$ cat src/hw/rtl/sorted_list_insert_delete_assert.svh
// Assertion macros for the sorted list insert/delete block.
`ifndef SORTED_LIST_INSERT_DELETE_ASSERT_SVH
`define SORTED_LIST_INSERT_DELETE_ASSERT_SVH

`ifndef ASSERT_OFF
// Same-cycle implication, checked outside reset.
`define SLI_ASSERT_IMPL(label, clk, rst_n, ante, cons) \
	label: assert property (@(posedge clk) disable iff (!rst_n) (ante) |-> (cons)) \
		else $error("assertion failed");
// Next-cycle implication, checked outside reset.
`define SLI_ASSERT_NEXT(label, clk, rst_n, ante, cons) \
	label: assert property (@(posedge clk) disable iff (!rst_n) (ante) |=> (cons)) \
		else $error("assertion failed");
`else
`define SLI_ASSERT_IMPL(label, clk, rst_n, ante, cons)
`define SLI_ASSERT_NEXT(label, clk, rst_n, ante, cons)
`endif

`endif

$ cat src/hw/rtl/sli_pkg.sv
// Shared types and codes for the sorted list insert/delete block.
package sli_pkg;

	localparam int DATA_W = 32;

	typedef logic signed [DATA_W-1:0] data_t;

	// Operation codes
	localparam logic OP_INSERT = 1'b0;
	localparam logic OP_DELETE = 1'b1;

	// Status codes
	localparam logic [1:0] ST_INSERTED  = 2'd0;
	localparam logic [1:0] ST_REMOVED   = 2'd1;
	localparam logic [1:0] ST_NOT_FOUND = 2'd2;
	localparam logic [1:0] ST_FULL      = 2'd3;

	// Broadcast command from the controller to every cell
	typedef struct packed {
		logic  capture;
		logic  ins_en;
		logic  del_en;
		data_t value;
	} cmd_t;

	// Compare flags a cell hands to its right neighbor
	typedef struct packed {
		logic le;
		logic lt;
	} flag_t;

endpackage

$ cat src/hw/rtl/sli_cell.sv
// One list cell: holds one entry, compares it and shifts with its neighbors.
module sli_cell (
	input  logic           clk,
	input  logic           arst_n,
	input  sli_pkg::cmd_t  cmd,
	input  logic           occupied,
	input  sli_pkg::data_t left_data,
	input  sli_pkg::flag_t left_flag,
	input  sli_pkg::data_t right_data,
	output sli_pkg::data_t data,
	output sli_pkg::flag_t flag,
	output logic           hit
);

	sli_pkg::data_t entry_q;
	logic           le_q;
	logic           lt_q;
	logic           eq_q;

	// Compare flags, captured when a request is taken
	always_ff @(posedge clk or negedge arst_n) begin
		if (!arst_n) begin
			le_q <= 1'b0;
			lt_q <= 1'b0;
			eq_q <= 1'b0;
		end else if (cmd.capture) begin
			le_q <= occupied && ($signed(entry_q) <= $signed(cmd.value));
			lt_q <= occupied && ($signed(entry_q) <  $signed(cmd.value));
			eq_q <= occupied && (entry_q == cmd.value);
		end
	end

	// Entry update: insert shifts right from the slot, delete shifts left
	always_ff @(posedge clk) begin
		if (cmd.ins_en && !le_q) begin
			entry_q <= left_flag.le ? cmd.value : left_data;
		end else if (cmd.del_en && !lt_q) begin
			entry_q <= right_data;
		end
	end

	// First equal entry sits right after the last smaller one
	assign hit     = eq_q && left_flag.lt;
	assign data    = entry_q;
	assign flag.le = le_q;
	assign flag.lt = lt_q;

endmodule

$ cat src/hw/rtl/sorted_list_insert_delete.sv
// Top level of the sorted list insert/delete block.
//
// Keeps up to CAPACITY signed 32-bit values in ascending order in a row
// of cells, one entry per cell. A request (opcode, value) is taken at a
// rising edge with start high and busy low. Opcode 0 inserts the value
// after all entries less than or equal to it; opcode 1 removes the first
// entry equal to it.
// Timing: the edge that takes the request latches the per-cell compares;
// busy is high for the next cycle, at whose end the cells at and after
// the slot shift by one place in parallel. The result (status,
// entry_count) is then shown for one cycle with done high. The path runs
// through the compare stage and the shift stage of the cell row, and no
// new request is taken while busy is high.
// The result has no back pressure: it must be taken in the done cycle.
// Reset empties the list (count to zero) at once; entry contents are not
// cleared, since only cells below the count are ever compared.
// A full store rejects an insert with status full.
`include "sorted_list_insert_delete_assert.svh"

module sorted_list_insert_delete #(
	parameter int CAPACITY = 16
) (
	input  logic               clk,
	input  logic               arst_n,
	input  logic               start,
	output logic               busy,
	input  logic               opcode,
	input  logic signed [31:0] value,
	output logic               done,
	output logic [1:0]         status,
	output logic [4:0]         entry_count
);

	localparam int CW = $clog2(CAPACITY + 1);

	logic [CW-1:0]  count_q;
	logic           pend_q;
	logic           op_q;
	sli_pkg::data_t value_q;
	logic           done_q;
	logic [1:0]     status_q;

	sli_pkg::cmd_t  cmd;
	sli_pkg::data_t cell_data [CAPACITY];
	sli_pkg::flag_t cell_flag [CAPACITY];
	logic [CAPACITY-1:0] hit;
	logic [CAPACITY-1:0] occ;
	logic           take;
	logic           full;
	logic           found;
	logic           ins_done;

	assign take  = start && !pend_q;
	assign full  = (count_q == CW'(CAPACITY));
	assign found = |hit;

	// Command broadcast to the cell row
	always_comb begin
		cmd.capture = take;
		cmd.ins_en  = pend_q && (op_q == sli_pkg::OP_INSERT) && !full;
		cmd.del_en  = pend_q && (op_q == sli_pkg::OP_DELETE) && found;
		cmd.value   = pend_q ? value_q : value;
	end

	// Cell row
	for (genvar i = 0; i < CAPACITY; i++) begin : g_cell
		sli_pkg::data_t ld;
		sli_pkg::flag_t lf;
		sli_pkg::data_t rd;

		assign occ[i] = (count_q > CW'(i));

		// Left of the row counts as below every value
		if (i == 0) begin : g_first
			assign ld = '0;
			assign lf = '{le: 1'b1, lt: 1'b1};
		end else begin : g_mid
			assign ld = cell_data[i-1];
			assign lf = cell_flag[i-1];
		end

		if (i == CAPACITY - 1) begin : g_last
			assign rd = '0;
		end else begin : g_inner
			assign rd = cell_data[i+1];
		end

		sli_cell u_cell (
			.clk        (clk),
			.arst_n     (arst_n),
			.cmd        (cmd),
			.occupied   (occ[i]),
			.left_data  (ld),
			.left_flag  (lf),
			.right_data (rd),
			.data       (cell_data[i]),
			.flag       (cell_flag[i]),
			.hit        (hit[i])
		);
	end

	// Request capture
	always_ff @(posedge clk) begin
		if (take) begin
			op_q    <= opcode;
			value_q <= value;
		end
	end

	// Control, count and result
	always_ff @(posedge clk or negedge arst_n) begin
		if (!arst_n) begin
			pend_q   <= 1'b0;
			done_q   <= 1'b0;
			count_q  <= '0;
			status_q <= sli_pkg::ST_INSERTED;
		end else begin
			pend_q <= take;
			done_q <= pend_q;
			if (pend_q) begin
				if (op_q == sli_pkg::OP_INSERT) begin
					if (full) begin
						status_q <= sli_pkg::ST_FULL;
					end else begin
						status_q <= sli_pkg::ST_INSERTED;
						count_q  <= count_q + 1'b1;
					end
				end else begin
					if (found) begin
						status_q <= sli_pkg::ST_REMOVED;
						count_q  <= count_q - 1'b1;
					end else begin
						status_q <= sli_pkg::ST_NOT_FOUND;
					end
				end
			end
		end
	end

	assign busy        = pend_q;
	assign done        = done_q;
	assign status      = status_q;
	assign entry_count = 5'(count_q);

	// Checks
	assign ins_done = done_q && (status_q == sli_pkg::ST_INSERTED);

	`SLI_ASSERT_IMPL(a_count_bound, clk, arst_n, 1'b1, count_q <= CW'(CAPACITY))
	`SLI_ASSERT_NEXT(a_take_done, clk, arst_n, take, !done_q && pend_q)
	`SLI_ASSERT_NEXT(a_busy_done, clk, arst_n, pend_q, done_q && !pend_q)
	`SLI_ASSERT_IMPL(a_ins_count, clk, arst_n, ins_done, count_q == CW'($past(count_q) + 1'b1))
	`SLI_ASSERT_IMPL(a_hit_single, clk, arst_n, pend_q, $onehot0(hit))

endmodule
$ cat config.mk
export PLATFORM = sky130hd
export DESIGN_NAME = sorted_list_insert_delete
export DESIGN_NICKNAME = d
export VERILOG_FILES = /design/src/hw/rtl/sli_pkg.sv /design/src/hw/rtl/sli_cell.sv /design/src/hw/rtl/sorted_list_insert_delete.sv
export VERILOG_INCLUDE_DIRS = /design/src /design/src/hw/rtl
export SDC_FILE = /design/constraint.sdc
export NUM_CORES = 2
export LEC_CHECK = 0
export BUFFER_PORTS_ARGS = -buffer_cell sky130_fd_sc_hd__buf_2
export CAP_MARGIN = 0
export CORE_ASPECT_RATIO = 1.4
export CORE_MARGIN = 1.5
export CORE_UTILIZATION = 59
export CTS_CLUSTER_SIZE = 40
export DETAILED_ROUTE_END_ITERATION = 16
export GPL_ROUTABILITY_DRIVEN = 0
export GPL_TIMING_DRIVEN = 0
export PLACE_DENSITY = 0.78
export SKIP_LAST_GASP = 1
export SYNTH_ARGS = -nofsm -noshare
export SYNTH_HDL_FRONTEND = slang
export SYNTH_SLANG_ARGS = --single-unit
$ cat constraint.sdc
create_clock -name clk -period 3.8 [get_ports clk]
set_input_delay 1.14 -clock clk [delete_from_list [all_inputs] [get_ports clk]]
set_output_delay 1.14 -clock clk [all_outputs]
set_load 0.005 [all_outputs]
==> results.yml <==
outcome:
  outcome: "finished with violations"
  violations: "negative setup slack"
finish:
  final_util: 0.673
  drive_gt1_frac: 0.0905
  area_growth_pct: 13.1
  mostFrequentLayoutCell: "nand2_1"
  nets: 5116
  most-common-layout-cells: "nand2_1 (1060), edfxtp_1 (545), ha_1 (517)"
power:
  power.leakage_nw: 18.4
  p_int_mw: 14.9
  p_clk_frac: 0.262
  power_density_nw_per_um2: 538
  p_sw_frac: 0.390
  p_seq_frac: 0.378
  power_switching_mw: 9.54
  ir_drop_v: 0.000409
  combinationalPowerShare: 0.359
logic_synthesis:
  synth_top_cell_area_share: 0.407
  synthSimpleGateAreaFrac: 0.158
  ys_async_sr_fraction: 0.0947
  syn-mean-instance-area_um2: 9.15
  synth-compound-area-share: 0.194
  synth_xor_area_frac: 0.00109
  ys_ff_latch: 602
  yosysWarnings: 0
  synthMuxAreaShare: 0.0116
  yosys.area_share.adder: 0.161
  synthTopCellsByArea: "edfxtp_1 (41%), ha_1 (16%), nand2_1 (9.9%), o21ai_1 (6.5%), o21ai_0 (5.7%)"
  yosys.area.top_type: "edfxtp_1"
  synth_area_um2: 40200
  synthDistinctLibCells: 71
  synth_top_family_by_area: "compound AO/OA/AOI/OAI gates"
  yosysSeqAreaShare: 0.443
  synthFlopType: "edfxtp_1"
  netlist_instances: 4393
  syn_nets: 4946
  synth-edff-count: 545
floorplan:
  dieWidth_um: 224
  rows: 113
  die-height_um: 312
  io_pins: 45
  dieArea_um2: 69700
  floorplan.initialDensity: 0.595
  coreArea_um2: 67600
clocking:
  clk_pin_slew_ns: 0.06
  cts.sinks: 602
  clk_latency_ns: 0.65
  cts_tree: "done"
  cts-root-buf: "clkbuf_16"
  cts_buffers: 67
  cts_max_level: 3
  hold_buffers: 0
  clockBufferDepth: 3
global_routing:
  grt_pass1_wl_um: 192000
  antenna_found_initial: 3
  grtUsageTotal: 0.364
  grt_max_degree: 58
  grt_overflow_total: 0
  grt_pass1_vias: 34600
route:
  route.vias.total: 34900
  ant_nets: 0
  route.detailed.drc: 0
  first_iter_violations: 2869
  drtPass1Iterations: 6
  wirelength_um: 127000
  via_per_inst: 6.36
  wl_per_cell_um: 23.2
placement:
  dp_hpwl_um: 100000
  io_buffers: 44
timing:
  maxSlewHeadroom: 0.255
  tightest_slew_ns: 1.12
  rsz0062_at_grt: "true"
  skew_ns: 0.0277
  max_freq_ghz: 0.261
  worst_slack_ns: -0.0309
  timing.final.crit_share: 1.01
  final_hold_viol_count: 0
  finalSetupViolCount: 4
  hold_slack_ns: 0.474
  setup_tns_ns: -0.0953
  final_max_slew_viol_count: 0
  fin_crit_ns: 3.83
critical_path:
  crit_family: "simple AND/OR/NAND/NOR gates"
  path_max_fanout: 25
  end_kind: "flip-flop"
  slowest_stage: "dfrtp_1"
  path_cells: "buf_12 > buf_8 > mux2i_4 > buf_6 > ha_1 > a21o_1 > a21oi_1 > nor2_1 > or3_1 > nor4_4 > mux2i_1 > nand3_1"
  critPathKind: "flip-flop to flip-flop"
  slowest_delay_ns: 0.42
  path_buf_inv: 3
  cp-start-kind: "flip-flop"
  required_ns: 4.23
  crit_arrival_ns: 4.26
min_path:
  hold_path_class: "input pin to async pin"
flow_run:
  cap_violations: 0
-- Yosys cell counts (48+ instances only) --
cell type,n
nand3_1,54
edfxtp_1,545
a211oi_1,48
nand2_1,1060
ha_1,517
o21ai_0,458
a21o_1,79
a21oi_1,235
nor2_1,124
nand4_1,107
clkbuf_1,136
buf_2,99
dfrtp_1,57
o21ai_1,521
-- sequential cells by signal (all words and copies together), names as in the netlist --
signal / count
g_cell.u_cell.data: 512
status: 2
entry_count: 5
g_cell.u_cell.eq_q: 16
g_cell.u_cell.le_q: 16
done: 1
busy: 1
op_q: 1
value_q: 32
g_cell.u_cell.lt_q: 16
-- through the flow --
step | instances | cell area, µm² | power (mW) | setup slack (ns)
5_1_grt | 5479 | 45500 | 25.6 | -0.0369
4_1_cts | 5466 | 45200 | 24.1 | -0.00920
3_3_place_gp | 5299 | 41500 | 17.1 | -1.96
2_1_floorplan | 4393 | 40200 | 14.7 | 0.0370
6_report | 5482 | 45500 | 24.5 | -0.0309
3_5_place_dp | 5316 | 42000 | 17.6 | -2.05
-- worst reg2reg max path, delay by kind of cell, from the launching register on --
kind	cells	cell delay [ns]
buffers and inverters	3	0.81
AND/OR/NAND/NOR	4	1.10
AO/OA/AOI/OAI	2	0.38
adder cells (fa/ha/maj)	1	0.30
multiplexers	2	0.63
flip-flops	1	0.42
-- power groups by stage --
stage               combinational (mW)  sequential [mW]  clock [mW]
CTS                               8.51             9.20        6.40
finish                            8.79             9.25        6.41
global route                      9.70             9.31        6.63
detailed placement                8.26             9.33           0
floorplan                         5.71             9.02           0
global placement                  7.81             9.32           0
-- area by class of cell --
type	instances	area (µm²)
plain buffers	264	1410
well taps	862	1080
flip-flops and latches	602	17800
inverters	37	143
repair buffers	101	901
diodes	3	7.51
fillers	5362	22100
clock inverters	36	260
clock buffers	87	1840
multi-input cells	3490	22000
-- worst paths after layout --
check	endpoint	startpoint	depth (start not counted)	slack, ns
hold reg to reg	done	busy	0	0.48
setup / recovery	g_cell[2].u_cell.le_q	busy	12	-0.03
min in group clk	done	busy	0	0.48
hold / removal	g_cell[13].u_cell.le_q	arst_n	2	0.47
setup reg to reg	g_cell[2].u_cell.le_q	busy	12	-0.03
max in group asynchronous	entry_count[0]	arst_n	2	2.95
-- metal layers --
metal	wire, µm	share of wire	global-route usage	vias to the layer above
met1	42200	0.33	0.360	16300
met3	7690	0.061	0.0611	603
met2	62600	0.49	0.634	1521
met4	14500	0.11	0.360	4
met5	25	0.00020	0	-
li1	-	-	-	16500
-- timing repair --
action | 4_1_cts | 5_1_grt
gates resized for setup | 182 | 38
buffers inserted | 27 | 13
setup endpoints to repair | 49 | 61
pin swaps | 2 | 5
-- kinds of logic (layout without fill, tap and decap cells) --
| kind of cell | Yosys count | after routing |
|---|---|---|
| buffers and inverters | 301 | 525 |
| other | 0 | 3 |
| muxes | 46 | 46 |
| xor gates and xnor gates | 5 | 5 |
| and+or+nand+nor | 1486 | 1486 |
| DFF | 602 | 602 |
| adders and majority gates | 517 | 517 |
| AOI/OAI and AO/OA | 1436 | 1436 |
Power figures use the tool's default switching activity.
